[src/bos_pkg.sv]
`timescale 1ns / 1ps
// ----------------------------------------------------------------------------
// bos_pkg
// Shared types, widths and helpers for the bit-vector overlap similarity block.
// ----------------------------------------------------------------------------
package bos_pkg;

    localparam int WORD_W    = 64;
    localparam int CNT_W     = 17;              // counts up to 1024 words * 64 bits
    localparam int SUM_W     = CNT_W + 1;       // count_a + count_b
    localparam int SCORE_W   = 16;
    localparam int PC_W      = 7;               // popcount of one 64-bit word
    localparam int DIV_STEPS = SCORE_W;         // one quotient bit per step
    localparam int QDEPTH    = 2;

    // one request: a word pair of the two rows
    typedef struct packed {
        logic [WORD_W-1:0] word_a;
        logic [WORD_W-1:0] word_b;
        logic              last_word;
    } t_req;

    // one result, issued on the last word pair
    typedef struct packed {
        logic [CNT_W-1:0]   overlap;
        logic [SCORE_W-1:0] score_q16;
        logic               empty_row;
    } t_rsp;

    // finished row totals handed from the accumulator to the divider
    typedef struct packed {
        logic [CNT_W-1:0] overlap;
        logic [SUM_W-1:0] sum;
        logic             empty_row;
    } t_job;

    // popcount of a 64-bit word: per-byte counts, then a sum of eight bytes
    function automatic logic [PC_W-1:0] pop64(input logic [WORD_W-1:0] v);
        logic [3:0]      byte_cnt [8];
        logic [PC_W-1:0] total;
        for (int i = 0; i < 8; i++) begin
            byte_cnt[i] = '0;
            for (int j = 0; j < 8; j++) begin
                byte_cnt[i] = byte_cnt[i] + {3'b000, v[i*8+j]};
            end
        end
        total = '0;
        for (int i = 0; i < 8; i++) begin
            total = total + {3'b000, byte_cnt[i]};
        end
        return total;
    endfunction

endpackage

[src/bos_front.sv]
`timescale 1ns / 1ps
// ----------------------------------------------------------------------------
// bos_front
// Takes word pairs, counts their set bits and keeps the three saturating row
// counts. On the last pair it pushes the row totals into the queue and clears.
// ----------------------------------------------------------------------------
module bos_front #(
    parameter int MAX_WORDS = 1024
) (
    input  logic          i_clk,
    input  logic          i_rst_n,
    input  logic          i_valid,
    output logic          o_stall,
    input  bos_pkg::t_req i_req,
    output logic          o_push,
    output bos_pkg::t_job o_job,
    input  logic          i_full
);
    import bos_pkg::*;

    localparam logic [SUM_W-1:0] BIT_LIMIT = SUM_W'(MAX_WORDS * WORD_W);

    // popcount stage
    logic            r_s1_valid;
    logic            r_s1_last;
    logic [PC_W-1:0] r_pc_ab;
    logic [PC_W-1:0] r_pc_a;
    logic [PC_W-1:0] r_pc_b;

    // running counts
    logic [CNT_W-1:0] r_ov;
    logic [CNT_W-1:0] r_ca;
    logic [CNT_W-1:0] r_cb;
    logic [CNT_W-1:0] n_ov;
    logic [CNT_W-1:0] n_ca;
    logic [CNT_W-1:0] n_cb;

    logic             accept;
    logic             advance;
    logic [SUM_W-1:0] sum_ov;
    logic [SUM_W-1:0] sum_ca;
    logic [SUM_W-1:0] sum_cb;

    // a last pair waits here while the queue is full
    assign advance = r_s1_valid && (!r_s1_last || !i_full);
    assign o_stall = r_s1_valid && !advance;
    assign accept  = i_valid && !o_stall;

    always_ff @(posedge i_clk) begin
        if (!i_rst_n) begin
            r_s1_valid <= 1'b0;
        end else if (accept) begin
            r_s1_valid <= 1'b1;
        end else if (advance) begin
            r_s1_valid <= 1'b0;
        end
    end

    always_ff @(posedge i_clk) begin
        if (accept) begin
            r_s1_last <= i_req.last_word;
            r_pc_ab   <= pop64(i_req.word_a & i_req.word_b);
            r_pc_a    <= pop64(i_req.word_a);
            r_pc_b    <= pop64(i_req.word_b);
        end
    end

    // saturating accumulate
    always_comb begin
        sum_ov = {1'b0, r_ov} + SUM_W'(r_pc_ab);
        sum_ca = {1'b0, r_ca} + SUM_W'(r_pc_a);
        sum_cb = {1'b0, r_cb} + SUM_W'(r_pc_b);
        n_ov   = (sum_ov > BIT_LIMIT) ? BIT_LIMIT[CNT_W-1:0] : sum_ov[CNT_W-1:0];
        n_ca   = (sum_ca > BIT_LIMIT) ? BIT_LIMIT[CNT_W-1:0] : sum_ca[CNT_W-1:0];
        n_cb   = (sum_cb > BIT_LIMIT) ? BIT_LIMIT[CNT_W-1:0] : sum_cb[CNT_W-1:0];
    end

    always_ff @(posedge i_clk) begin
        if (!i_rst_n) begin
            r_ov <= '0;
            r_ca <= '0;
            r_cb <= '0;
        end else if (advance) begin
            if (r_s1_last) begin
                r_ov <= '0;
                r_ca <= '0;
                r_cb <= '0;
            end else begin
                r_ov <= n_ov;
                r_ca <= n_ca;
                r_cb <= n_cb;
            end
        end
    end

    // row totals toward the divider
    assign o_push          = advance && r_s1_last;
    assign o_job.overlap   = n_ov;
    assign o_job.sum       = {1'b0, n_ca} + {1'b0, n_cb};
    assign o_job.empty_row = (n_ca == '0) || (n_cb == '0);

`ifndef SYNTHESIS
    a_ov_le_a: assert property (@(posedge i_clk) disable iff (!i_rst_n)
        r_ov <= r_ca) else $error("overlap count exceeds count of row A");
    a_ov_le_b: assert property (@(posedge i_clk) disable iff (!i_rst_n)
        r_ov <= r_cb) else $error("overlap count exceeds count of row B");
    a_limit: assert property (@(posedge i_clk) disable iff (!i_rst_n)
        ({1'b0, r_ca} <= BIT_LIMIT) && ({1'b0, r_cb} <= BIT_LIMIT))
        else $error("row count above saturation limit");
    a_clear: assert property (@(posedge i_clk) disable iff (!i_rst_n)
        o_push |=> (r_ov == '0) && (r_ca == '0) && (r_cb == '0))
        else $error("counts not cleared after last pair");
`endif

endmodule

[src/bos_queue.sv]
`timescale 1ns / 1ps
// ----------------------------------------------------------------------------
// bos_queue
// Short queue of row totals between the accumulator and the divider.
// ----------------------------------------------------------------------------
module bos_queue (
    input  logic          i_clk,
    input  logic          i_rst_n,
    input  logic          i_push,
    input  bos_pkg::t_job i_job,
    output logic          o_full,
    input  logic          i_pop,
    output logic          o_empty,
    output bos_pkg::t_job o_job
);
    import bos_pkg::*;

    localparam int PTR_W = (QDEPTH > 1) ? $clog2(QDEPTH) : 1;
    localparam int CNT_QW = $clog2(QDEPTH + 1);

    t_job              r_mem [QDEPTH];
    logic [PTR_W-1:0]  r_wr_ptr;
    logic [PTR_W-1:0]  r_rd_ptr;
    logic [CNT_QW-1:0] r_count;
    logic              do_push;
    logic              do_pop;

    assign o_full  = (r_count == CNT_QW'(QDEPTH));
    assign o_empty = (r_count == '0);
    assign do_push = i_push && !o_full;
    assign do_pop  = i_pop && !o_empty;
    assign o_job   = r_mem[r_rd_ptr];

    // storage
    always_ff @(posedge i_clk) begin
        if (do_push) begin
            r_mem[r_wr_ptr] <= i_job;
        end
    end

    // pointers and fill count
    always_ff @(posedge i_clk) begin
        if (!i_rst_n) begin
            r_wr_ptr <= '0;
            r_rd_ptr <= '0;
            r_count  <= '0;
        end else begin
            if (do_push) begin
                r_wr_ptr <= (r_wr_ptr == PTR_W'(QDEPTH - 1)) ? '0 : r_wr_ptr + 1'b1;
            end
            if (do_pop) begin
                r_rd_ptr <= (r_rd_ptr == PTR_W'(QDEPTH - 1)) ? '0 : r_rd_ptr + 1'b1;
            end
            if (do_push && !do_pop) begin
                r_count <= r_count + 1'b1;
            end else if (do_pop && !do_push) begin
                r_count <= r_count - 1'b1;
            end
        end
    end

`ifndef SYNTHESIS
    a_no_overflow: assert property (@(posedge i_clk) disable iff (!i_rst_n)
        !(i_push && o_full)) else $error("push into full queue");
    a_no_underflow: assert property (@(posedge i_clk) disable iff (!i_rst_n)
        !(i_pop && o_empty)) else $error("pop from empty queue");
    a_count_range: assert property (@(posedge i_clk) disable iff (!i_rst_n)
        r_count <= CNT_QW'(QDEPTH)) else $error("queue count out of range");
`endif

endmodule

[src/bos_back.sv]
`timescale 1ns / 1ps
// ----------------------------------------------------------------------------
// bos_back
// Turns row totals into a result: restoring division overlap * 2^16 / sum,
// one quotient bit per cycle, then an output register toward the consumer.
// ----------------------------------------------------------------------------
module bos_back (
    input  logic          i_clk,
    input  logic          i_rst_n,
    input  logic          i_empty,
    input  bos_pkg::t_job i_job,
    output logic          o_pop,
    output logic          o_valid,
    input  logic          i_stall,
    output bos_pkg::t_rsp o_rsp
);
    import bos_pkg::*;

    localparam int STEP_W = $clog2(DIV_STEPS);

    typedef enum logic [2:0] {
        ST_IDLE = 3'b001,
        ST_DIV  = 3'b010,
        ST_DONE = 3'b100
    } t_state;

    t_state             r_state;
    logic [STEP_W-1:0]  r_step;
    logic [SUM_W-1:0]   r_rem;
    logic [SUM_W-1:0]   r_div;
    logic [SCORE_W-1:0] r_quo;
    logic [CNT_W-1:0]   r_ov;
    logic               r_empty;
    logic               r_out_valid;
    t_rsp               r_out;

    logic               out_free;
    logic [SUM_W:0]     rem2;
    logic               q_bit;
    logic [SUM_W-1:0]   n_rem;

    assign out_free = !r_out_valid || !i_stall;
    assign o_pop    = (r_state == ST_IDLE) && !i_empty;

    // one restoring step: shift, compare, subtract
    always_comb begin
        rem2  = {r_rem, 1'b0};
        q_bit = (rem2 >= {1'b0, r_div});
        n_rem = q_bit ? SUM_W'(rem2 - {1'b0, r_div}) : rem2[SUM_W-1:0];
    end

    // sequencer
    always_ff @(posedge i_clk) begin
        if (!i_rst_n) begin
            r_state <= ST_IDLE;
            r_step  <= '0;
        end else begin
            case (r_state)
                ST_IDLE: begin
                    if (!i_empty) begin
                        r_step  <= '0;
                        r_state <= i_job.empty_row ? ST_DONE : ST_DIV;
                    end
                end
                ST_DIV: begin
                    r_step <= r_step + 1'b1;
                    if (r_step == STEP_W'(DIV_STEPS - 1)) begin
                        r_state <= ST_DONE;
                    end
                end
                ST_DONE: begin
                    if (out_free) begin
                        r_state <= ST_IDLE;
                    end
                end
                default: begin
                    r_state <= ST_IDLE;
                end
            endcase
        end
    end

    // divider datapath
    always_ff @(posedge i_clk) begin
        if (o_pop) begin
            r_rem   <= SUM_W'(i_job.overlap);
            r_div   <= i_job.sum;
            r_quo   <= '0;
            r_ov    <= i_job.overlap;
            r_empty <= i_job.empty_row;
        end else if (r_state == ST_DIV) begin
            r_rem <= n_rem;
            r_quo <= {r_quo[SCORE_W-2:0], q_bit};
        end
    end

    // output register
    always_ff @(posedge i_clk) begin
        if (!i_rst_n) begin
            r_out_valid <= 1'b0;
        end else if (r_state == ST_DONE && out_free) begin
            r_out_valid <= 1'b1;
        end else if (!i_stall) begin
            r_out_valid <= 1'b0;
        end
    end

    always_ff @(posedge i_clk) begin
        if (r_state == ST_DONE && out_free) begin
            r_out.overlap   <= r_ov;
            r_out.score_q16 <= r_empty ? '0 : r_quo;
            r_out.empty_row <= r_empty;
        end
    end

    assign o_valid = r_out_valid;
    assign o_rsp   = r_out;

`ifndef SYNTHESIS
    a_step_count: assert property (@(posedge i_clk) disable iff (!i_rst_n)
        (r_state == ST_DIV) && (r_step != STEP_W'(DIV_STEPS - 1))
        |=> (r_state == ST_DIV) && (r_step == $past(r_step) + 1'b1))
        else $error("divider step count broken");
    a_rem_below_div: assert property (@(posedge i_clk) disable iff (!i_rst_n)
        (r_state == ST_DIV) |-> (r_rem < r_div))
        else $error("partial remainder not below divisor");
    a_score_max: assert property (@(posedge i_clk) disable iff (!i_rst_n)
        o_valid |-> (o_rsp.score_q16 <= SCORE_W'(32768)))
        else $error("score above one half");
    a_empty_zero: assert property (@(posedge i_clk) disable iff (!i_rst_n)
        (o_valid && o_rsp.empty_row) |-> (o_rsp.score_q16 == '0))
        else $error("empty row with nonzero score");
`endif

endmodule

[src/bitvector_overlap_similarity.sv]
`timescale 1ns / 1ps
// ----------------------------------------------------------------------------
// bitvector_overlap_similarity
// Half-Dice overlap score of two binary rows streamed as 64-bit word pairs.
// ----------------------------------------------------------------------------
// Throughput: one word pair per cycle; the popcount accumulator never waits
//   unless a last pair meets a full two-entry result queue.
// Result path: a last pair passes the popcount register, the result queue, the
//   16-step restoring divider (one quotient bit per cycle) and the output register.
// Rows found empty skip the divider steps and go straight to the done state.
// Reset: synchronous, clears the running counts, queue and divider control.
module bitvector_overlap_similarity #(
    parameter int MAX_WORDS = 1024
) (
    input  logic          i_clk,
    input  logic          i_rst_n,
    input  logic          i_valid,
    output logic          o_stall,
    input  bos_pkg::t_req i_req,
    output logic          o_valid,
    input  logic          i_stall,
    output bos_pkg::t_rsp o_rsp
);
    import bos_pkg::*;

    logic push;
    logic full;
    logic pop;
    logic empty;
    t_job job_in;
    t_job job_out;

    // accumulate popcounts
    bos_front #(
        .MAX_WORDS(MAX_WORDS)
    ) u_front (
        .i_clk   (i_clk),
        .i_rst_n (i_rst_n),
        .i_valid (i_valid),
        .o_stall (o_stall),
        .i_req   (i_req),
        .o_push  (push),
        .o_job   (job_in),
        .i_full  (full)
    );

    // row totals waiting for the divider
    bos_queue u_queue (
        .i_clk   (i_clk),
        .i_rst_n (i_rst_n),
        .i_push  (push),
        .i_job   (job_in),
        .o_full  (full),
        .i_pop   (pop),
        .o_empty (empty),
        .o_job   (job_out)
    );

    // division and output register
    bos_back u_back (
        .i_clk   (i_clk),
        .i_rst_n (i_rst_n),
        .i_empty (empty),
        .i_job   (job_out),
        .o_pop   (pop),
        .o_valid (o_valid),
        .i_stall (i_stall),
        .o_rsp   (o_rsp)
    );

endmodule
[config.mk]
export PLATFORM = sky130hd
export DESIGN_NAME = bitvector_overlap_similarity
export DESIGN_NICKNAME = d
export VERILOG_FILES = /design/src/bos_pkg.sv /design/src/bos_front.sv /design/src/bos_queue.sv /design/src/bos_back.sv /design/src/bitvector_overlap_similarity.sv
export SDC_FILE = /design/constraint.sdc
export NUM_CORES = 1
export LEC_CHECK = 0
export ABC_AREA = 1
export CAP_MARGIN = 10
export CORE_MARGIN = 5
export CORE_UTILIZATION = 40
export CTS_CLUSTER_DIAMETER = 80
export DETAILED_ROUTE_END_ITERATION = 7
export DONT_BUFFER_PORTS = 1
export PLACE_DENSITY = 0.6
export RECOVER_POWER = 25
export SLEW_MARGIN = 10
export SYNTH_ARGS = -nofsm -noshare
export SYNTH_HDL_FRONTEND = slang
export SYNTH_HIERARCHICAL = 1
export SYNTH_SLANG_ARGS = --single-unit
export TNS_END_PERCENT = 20
[constraint.sdc]
create_clock -name i_clk -period 7.2 [get_ports i_clk]
set_input_delay 1.44 -clock i_clk [delete_from_list [all_inputs] [get_ports i_clk]]
set_output_delay 1.44 -clock i_clk [all_outputs]
set_load 0.01 [all_outputs]
==> results.txt, run 1 <==
outcome: complete, but fails checks
failing checks: capacitance limit, slew limit
Avg WL per Cell: 14.9 um
max-slew violations: 181
Sw Pwr: 5.53 mW
Yosys reg bits: 263
Layout Skew: 0.0162 ns
synthesized area: 19900 um^2
Vias: 13.8k
number of global-route vias before repair: 14.6k
Slew @ Worst Pin: 3.24 ns
cells on worst reg2reg path: 8
Yosys cell types: 55
Mapped Avg Cell Area: 9.06 um^2
Final min period: 6.62 ns
cell mode on critical path: fa_1
placer congestion estimate: 0.883
capturing point of the worst reg2reg path: u_back/r_rem[13]
worst r2r src: u_back/r_state[0]
hpwl dp: 34900 um
DR iter-0 viols: 645
CTS root buf: clkbuf_16
WP buf/inv: 5
Critical Path Fanout Max: 2
net switching share of the total power: 0.444
Post-Synthesis Cells: 2201
register-to-register setup slack: 1.77 ns
Seq pwr share: 0.205
P&R area growth vs syn: 7.24%
clock slew at reported path FFs: 0.06 ns
CTS sink cnt: 263
Ant. Diodes: 0
Leakage: 9.91 nW
CP arrival: 6.93 ns
VDD IR-drop max: 0.881 mV
Die Wd: 233 um
Final period util: 0.919
Main synth FF type: edfxtp_1
Setup Viol. Count Final: 0
row cnt: 81
Residual DRC: 0
slowest stage delay, CP: 0.56 ns
global-route wire length before repair: 72000 um
kind of critical path: primary input to register
slowest CP cell: fa_1
Pwr Density: 583 nW/um^2
sequential share of the synthesized area: 0.355
Initial Utilization: 0.406
Worst slew margin: -1.16
fmax: 151 MHz
CTS tree: yes
die area: 54400 um^2
routed wire length: 43200 um
Max-cap violations: 4
Worst Setup End Kind: register
CP delay by family, top: adder cells
Core Box Area: 49200 um^2
number of flops mapped to enable cells by yosys: 181
Layout Nets: 2607
Vias/cell: 4.77
first drt pass iteration count: 5
# resized after CTS: 0
final antenna-violating net count: 0
cell internal pwr: 6.94 mW
power share of the combinational group: 0.682
I/O Pins: 169
TNS Setup: 0 ns
Fin. Hold Viols: 0
WP depth: 22
CTS buffer count: 28
hold_buf cts: 0
post-synthesis async set-or-reset flop share: 0
initial antenna violation count: 0
clk buf depth: 3
Syn Nets: 2604
global route overflow: 0
Worst Setup EP: u_front/r_pc_ab[5]
start point of the critical path: i_req[118]
layout cells sized above 1: 0.0782
Total GRT Usage: 0.161
H-tree depth: 1
Critical Path Start Type: primary input
pin count of the biggest net entering global routing: 56
WHS: 0.417 ns
Yosys Warn Count: 6
Post-CTS Setup Inserts: 0
clock power share: 0.113
RSZ-0062 raised after global routing: false
HP Class: register to register
worst endpoint required time: 7.51 ns
critical path cell sequence: nand2_1 -> fa_1 -> inv_1 -> fa_1 -> fa_1 -> inv_1 -> fa_1 -> inv_1 -> fa_1 -> fa_1 -> fa_1 -> inv_1 -> fa_1 -> inv_1 -> ha_1 -> nand2_1 -> nor2_1 -> a211oi_1 -> nor2_1 -> o21ai_0 -> nand2_1 -> xnor2_1
die height: 233 um
IO Port Bufs: 0
Clk Latency, worst-skew pair: 0.57 ns
through the flow:
stage | setup WS [ns] | utilization | instance area (um^2) | cells | power, mW
5_1_grt | 0.314 | 0.435 | 21400 | 2890 | 14.1
4_1_cts | 0.609 | 0.438 | 21500 | 2890 | 12.7
6_report | 0.581 | 0.435 | 21400 | 2890 | 12.5
2_1_floorplan | 0.179 | - | 19900 | 2201 | 9.16
3_5_place_dp | 0.0121 | 0.419 | 20600 | 2838 | 11.2
3_3_place_gp | 0.0725 | 0.419 | 20600 | 2838 | 11.0
cell families after synthesis:
kind of cell | synth area share
and+or+nand+nor | 0.203
buffers and inverters | 0.104
adders and majority gates | 0.232
DFF | 0.355
AOI/OAI and AO/OA | 0.0575
xor gates and xnor gates | 0.0225
muxes | 0.0260
power groups by stage:
stage / sequential, mW / combinational [mW] / clock (mW)
2_1_floorplan: 2.55 / 6.61 / 0
3_3_place_gp: 2.58 / 8.41 / 0
3_5_place_dp: 2.59 / 8.60 / 0
4_1_cts: 2.56 / 8.66 / 1.46
5_1_grt: 2.58 / 10.0 / 1.52
6_report: 2.56 / 8.50 / 1.41
worst min path at each step:
stage	from	endpoint	slack, ns	depth (start not counted)
CTS	u_back/r_ov[3]	u_back/o_rsp[20]	0.42	0
finish	u_back/r_ov[0]	u_back/o_rsp[17]	0.42	0
global route	u_back/r_ov[8]	u_back/o_rsp[25]	0.42	0
detailed placement	u_back/r_ov[0]	u_back/o_rsp[17]	0.40	0
floorplan	u_back/r_ov[0]	u_back/o_rsp[17]	0.40	0
global placement	u_back/r_ov[8]	u_back/o_rsp[25]	0.40	0
cell type report:
cell class                      count  area [um^2]
Fill cell                        4832        27800
Multi-Input combinational cell   1419        10700
Sequential cell                   263         7080
Inverter                          483         1820
Tap cell                          664          831
Clock buffer                       36          741
Clock inverter                     16          171
Timing Repair Buffer                9         56.3
worst reg2reg max path: stages (launching register included):
cell      delay (ns)
dfxtp_1         0.35
inv_1           0.06
nor3_1          0.37
clkinv_1        0.22
nor2_4          0.11
clkbuf_1        2.12
inv_2           0.75
nand2_1         0.70
buf_4           0.42
layout by cell type (no fill, tap or decap), drive strengths merged, types with 2 or more instances in the layout:
| cell | count |
|---|---|
| a21boi | 2 |
| a211oi | 3 |
| bufinv | 2 |
| nor3 | 13 |
| mux2 | 36 |
| fa | 167 |
| dfxtp | 82 |
| xnor2 | 18 |
| ha | 103 |
| clkinv | 12 |
| o211ai | 6 |
| edfxtp | 181 |
| nand2 | 545 |
| o41ai | 2 |
| and2 | 3 |
| nor2 | 152 |
| nand3 | 98 |
| inv | 484 |
| xor2 | 31 |
| nand3b | 27 |
| o21bai | 7 |
| nand4 | 33 |
| a21o | 4 |
| a21oi | 120 |
| o22ai | 15 |
| buf | 6 |
| a31oi | 4 |
| o21ai | 24 |
| clkbuf | 39 |
cell usage after synthesis, drive strengths merged (31+ instances only):
| library cell | n | area, um^2 |
|---|---|---|
| xor2 | 31 | 272 |
| nor2 | 152 | 758 |
| nand2 | 545 | 2200 |
| edfxtp | 181 | 5440 |
| a21oi | 120 | 698 |
| nand3 | 98 | 538 |
| inv | 481 | 1810 |
| ha | 103 | 1290 |
| dfxtp | 82 | 1640 |
| mux2 | 36 | 518 |
| fa | 167 | 3340 |
| nand4 | 33 | 213 |
sequential cells by signal (all words and copies together), names as in the netlist, 2 cells and up, named ones only:
signal and flops:
u_queue/r_mem 72, u_queue/r_count 2, u_back/r_div 18, u_back/r_quo 16, u_front/r_pc_a 7, u_back/r_ov 17, u_back/r_rem 18, u_back/o_rsp 34
u_front/r_pc_ab 7, u_front/r_ov 17, u_front/r_ca 17, u_back/r_step 4, u_back/r_state 3, u_front/r_cb 17, u_front/r_pc_b 7
layer usage:
layer	track usage	up-vias	part of all wire
met5	0	-	0
met2	0.295	261	0.50
li1	-	6910	-
met3	0.0308	58	0.046
met1	0.199	6565	0.43
met4	0.0332	0	0.023
Note: power is estimated with default switching activity, not from simulation.
==> run 2, diff against run 1 <==
CTS_BUF_LIST = sky130_fd_sc_hd__clkbuf_16   (was unset)
==> results.txt, run 2 (synthesized netlist as in run 1, its figures left out) <==
Core Box Area: 49200 um^2 (unchanged)
max-slew violations: 181 (unchanged)
DR iter-0 viols: 675 (+4.7%)
Worst Setup End Kind: register
first drt pass iteration count: 5 (unchanged)
max reg flops: 72 (unchanged)
die area: 54400 um^2 (unchanged)
CP arrival: 6.93 ns (about the same)
Ant. Diodes: 0 (unchanged)
top flop regs: u_queue/r_mem x72, u_back/o_rsp x34
Avg WL per Cell: 14.9 um (about the same)
IO Port Bufs: 0 (unchanged)
slowest stage delay, CP: 0.56 ns (about the same)
I/O Pins: 169 (unchanged)
Fin. Hold Viols: 0 (unchanged)
fin cells: 2890 (unchanged)
Layout Skew: 0.0153 ns (-0.000888 ns)
most frequent cells in the layout: 502 x nand2_1, 480 x inv_1, 181 x edfxtp_1
Initial Utilization: 0.406 (unchanged)
Layout Nets: 2607 (unchanged)
outcome: complete, but fails checks
commonest non-fill, non-tap cell in the layout: nand2_1
hold_buf cts: 0 (unchanged)
critical path cell sequence: nand2_1 -> fa_1 -> inv_1 -> fa_1 -> fa_1 -> inv_1 -> fa_1 -> inv_1 -> fa_1 -> fa_1 -> fa_1 -> inv_1 -> fa_1 -> inv_1 -> ha_1 -> nand2_1 -> nor2_1 -> a211oi_1 -> nor2_1 -> o21ai_0 -> nand2_1 -> xnor2_1
placer congestion estimate: 0.883 (unchanged)
clk buf depth: 3 (unchanged)
cell mode on critical path: fa_1
Critical Path Fanout Max: 2 (unchanged)
largest reg by FF count: u_queue/r_mem
clock slew at reported path FFs: 0.06 ns (about the same)
Final min period: 6.62 ns (-0.000402 ns)
CTS tree: yes
failing checks: capacitance limit, slew limit
layout cells sized above 1: 0.0777 (-0.000449)
Die Wd: 233 um (unchanged)
initial antenna violation count: 0 (unchanged)
Pwr Density: 582 nW/um^2 (-0.13%)
Total GRT Usage: 0.161 (about the same)
Vias/cell: 4.77 (about the same)
slowest CP cell: fa_1
CP delay by family, top: adder cells
row cnt: 81 (unchanged)
Post-CTS Setup Inserts: 0 (unchanged)
Max-cap violations: 4 (unchanged)
CTS buffer count: 28 (unchanged)
Critical Path Start Type: primary input
Clk Latency, worst-skew pair: 0.57 ns (about the same)
global route overflow: 0 (unchanged)
final antenna-violating net count: 0 (unchanged)
Vias: 13.8k (-0.094%)
Setup Viol. Count Final: 0 (unchanged)
Worst slew margin: -1.16 (+0.00796)
kind of critical path: primary input to register
fmax: 151 MHz (about the same)
Final Power: 12.4 mW (-0.18%)
routed wire length: 43200 um (about the same)
HP Class: register to register
VDD IR-drop max: 0.881 mV (about the same)
RSZ-0062 raised after global routing: false
CTS root buf: clkbuf_16
pin count of the biggest net entering global routing: 56 (unchanged)
number of global-route vias before repair: 14.6k (-0.041%)
hpwl dp: 34900 um (unchanged)
Leakage: 9.94 nW (+0.24%)
WP buf/inv: 5 (unchanged)
placed cells: 2838 (unchanged)
Residual DRC: 0 (unchanged)
P&R area growth vs syn: 7.19% (about the same)
worst endpoint required time: 7.51 ns (about the same)
Final period util: 0.919 (about the same)
global-route wire length before repair: 72000 um (about the same)
TNS Setup: 0 ns (unchanged)
Slew @ Worst Pin: 3.23 ns (-0.0119 ns)
H-tree depth: 1 (unchanged)
CTS sink cnt: 263 (unchanged)
# resized after CTS: 0 (unchanged)
die height: 233 um (unchanged)
-- run 2: metal layers --
| metal | GRT usage | vias to the layer above | share of wire |
|---|---|---|---|
| li1 | - | 6913 | - |
| met1 | 0.199 | 6542 | 0.43 |
| met2 | 0.295 | 268 | 0.50 |
| met3 | 0.0308 | 58 | 0.048 |
| met4 | 0.0332 | 0 | 0.023 |
| met5 | 0 | - | 0 |
-- run 2: area by class of cell --
cell class / count / area [um^2]
fill: 4833 / 27800
multi-input combinational: 1419 / 10700
sequential: 263 / 7080
inverter: 483 / 1820
tap: 664 / 831
clock buffer: 28 / 701
clock inverter: 24 / 201
timing repair buffer: 9 / 56.3
-- run 2: worst register-to-register path, stage by stage, from the launching register on --
cell	delay [ns]
dfxtp_1	0.35
inv_1	0.06
nor3_1	0.37
clkinv_1	0.22
nor2_4	0.11
clkbuf_1	2.11
inv_2	0.75
nand2_1	0.69
buf_4	0.42
-- run 2: through the flow --
step | setup WS [ns] | util | hold WS [ns] | instance area [um^2]
3_5_place_dp | 0.0121 | 0.419 | 0.405 | 20600
6_report | 0.582 | 0.435 | 0.417 | 21400
5_1_grt | 0.314 | 0.435 | 0.422 | 21400
4_1_cts | 0.609 | 0.438 | 0.419 | 21500
3_3_place_gp | 0.0725 | 0.419 | 0.402 | 20600
2_1_floorplan | 0.179 | - | 0.400 | 19900
-- run 2: worst paths after layout --
kind	start	endpoint	slack (ns)	depth (start not counted)
setup / recovery	i_req[118]	u_front/r_pc_ab[5]	0.58	22
hold / removal	u_back/r_ov[0]	u_back/o_rsp[17]	0.42	0
setup reg to reg	u_back/r_state[0]	u_back/r_rem[13]	1.78	8
hold reg to reg	u_back/r_ov[0]	u_back/o_rsp[17]	0.42	0
-- run 2: power by group --
part	internal (mW)	total, mW	switching [mW]
clock	0.787	1.38	0.598
combinational	3.66	8.50	4.84
sequential	2.46	2.56	0.0967
==> run 3, diff against run 2 <==
CORE_ASPECT_RATIO = 1.1   (was unset)
==> results.txt, run 3 (synthesized netlist as in run 1, its figures left out) <==
Critical Path Fanout Max: 2 (unchanged)
kind of critical path: primary input to register
VDD IR-drop max: 0.895 mV (+1.6%)
Fillers: 4796 (-0.77%)
global route overflow: 0 (unchanged)
RSZ-0062 raised after global routing: false
max reg flops: 72 (unchanged)
pin count of the biggest net entering global routing: 56 (unchanged)
hold_buf cts: 0 (unchanged)
Total GRT Usage: 0.158 (-0.00310)
start point of the critical path: i_req[65]
DR iter-0 viols: 607 (-10%)
largest reg by FF count: u_queue/r_mem
initial antenna violation count: 0 (unchanged)
Final period util: 0.919 (about the same)
final antenna-violating net count: 0 (unchanged)
max-slew violations: 181 (unchanged)
Ant. Diodes: 0 (unchanged)
Avg WL per Cell: 15.0 um (+0.23%)
Setup Viol. Count Final: 0 (unchanged)
most frequent cells in the layout: 502 x nand2_1, 476 x inv_1, 181 x edfxtp_1
Worst Setup End Kind: register
global-route wire length before repair: 71700 um (-0.40%)
Post-CTS Setup Inserts: 0 (unchanged)
row cnt: 85 (+4.9%)
hpwl dp: 35000 um (+0.23%)
die height: 244 um (+4.7%)
commonest non-fill, non-tap cell in the layout: nand2_1
Layout Skew: 0.0230 ns (+0.00771 ns)
placer congestion estimate: 0.903 (+2.3%)
Die Wd: 223 um (-4.5%)
clock slew at reported path FFs: 0.06 ns (about the same)
CTS tree: yes
H-tree depth: 1 (unchanged)
Slew @ Worst Pin: 3.14 ns (-0.0905 ns)
CTS root buf: clkbuf_16
Initial Utilization: 0.406 (about the same)
Critical Path Start Type: primary input
routed wire length: 43200 um (about the same)
Fin. Hold Viols: 0 (unchanged)
Layout Nets: 2609 (+0.077%)
HP Start: u_back/r_ov[8]
Non-Filler Cell Area, Final: 21500 um^2 (+0.50%)
Residual DRC: 0 (unchanged)
Pwr Density: 582 nW/um^2 (about the same)
Leakage: 9.98 nW (+0.41%)
HP Class: register to register
I/O Pins: 169 (unchanged)
number of global-route vias before repair: 14.5k (-0.75%)
worst slack at placement: -0.000603 ns (-0.0127 ns)
layout cells sized above 1: 0.0803 (+0.00255)
die area: 54400 um^2 (about the same)
failing checks: capacitance limit, slew limit
Vias: 13.7k (-0.25%)
Multi-input gate area: 10700 um^2 (unchanged)
CTS buffer count: 30 (+7.1%)
first drt pass iteration count: 5 (unchanged)
TNS Setup: 0 ns (unchanged)
top flop regs: u_queue/r_mem x72, u_back/o_rsp x34
worst r2r src: u_back/r_state[0]
Seq. cell area: 7080 um^2 (unchanged)
CTS sink cnt: 263 (unchanged)
placed cell areas: 20600 um^2 (about the same)
Max-cap violations: 4 (unchanged)
P&R area growth vs syn: 7.73%
Worst slew margin: -1.09 (+0.0603)
Final min period: 6.61 ns (-0.00489 ns)
final worst slack: 0.587 ns (+0.00489 ns)
IO Port Bufs: 0 (unchanged)
Vias/cell: 4.77 (about the same)
fmax: 151 MHz (about the same)
CP arrival: 6.93 ns (about the same)
clk buf depth: 3 (unchanged)
outcome: complete, but fails checks
Clk Latency, worst-skew pair: 0.58 ns (about the same)
worst endpoint required time: 7.51 ns (about the same)
# resized after CTS: 0 (unchanged)
Core Box Area: 49100 um^2 (about the same)
## run 3: cell count changes in the layout (fill, tap and decap cells not counted), sizes merged
cell / previous run / this run
inv: 491 / 485
clkbuf: 31 / 35
clkinv: 13 / 16
clkinvlp: 1 / 3
bufinv: 2 / 3
## run 3: area by class of cell
| type | count | area share |
|---|---|---|
| sequential | 263 | 0.330 |
| timing repair buffer | 9 | 0.00262 |
| clock inverter | 24 | 0.0104 |
| tap | 652 | 0.0380 |
| clock buffer | 32 | 0.0373 |
| inverter | 483 | 0.0845 |
| multi-input combinational | 1419 | 0.498 |
## run 3: worst paths after layout
kind | endpoint | slack [ns] | cells past startpoint
worst max-delay path | u_front/r_pc_ab[5] | 0.59 | 22
worst min-delay path | u_back/o_rsp[25] | 0.42 | 0
worst max register to register | u_back/r_rem[13] | 2.06 | 8
worst min register to register | u_back/o_rsp[25] | 0.42 | 0
## run 3: metal layers
layer | track usage | part of all wire | routed length (um) | up-vias
li1 | - | - | - | 6920
met1 | 0.186 | 0.41 | 17600 | 6525
met2 | 0.299 | 0.52 | 22600 | 239
met3 | 0.0318 | 0.046 | 1970 | 63
met4 | 0.0342 | 0.023 | 1000 | 0
met5 | 0 | 0 | 0 | -
## run 3: metrics by stage
step                      power [mW]   util  cells  hold slack [ns]
final                           12.5  0.437   2882            0.418
after global routing            14.1  0.437   2882            0.426
after CTS                       12.7  0.440   2882            0.419
after detailed placement        11.1  0.419   2826            0.405
after global placement          10.9  0.419   2826            0.403
after floorplan                 9.16      -   2201            0.400
## run 3: critical path: stages
cell      delay (ns)
nand2_1         0.04
inv_1           0.05
fa_1            0.53
inv_1           0.06
fa_1            0.41
inv_1           0.08
fa_1            0.46
fa_1            0.54
fa_1            0.53
fa_1            0.52
fa_1            0.54
inv_1           0.05
fa_1            0.55
inv_1           0.05
ha_1            0.28
nand2_1         0.07
nor2_1          0.05
a211oi_1        0.24
nor2_1          0.08
o21ai_0         0.16
nand2_1         0.08
xnor2_1         0.12
## run 3: where the power goes
group          switching [mW]  leakage, nW  internal, mW
clock                   0.618        0.503         0.912
sequential             0.0985         2.34          2.46
combinational            4.77         7.13          3.64
total                    5.49         9.98          7.01
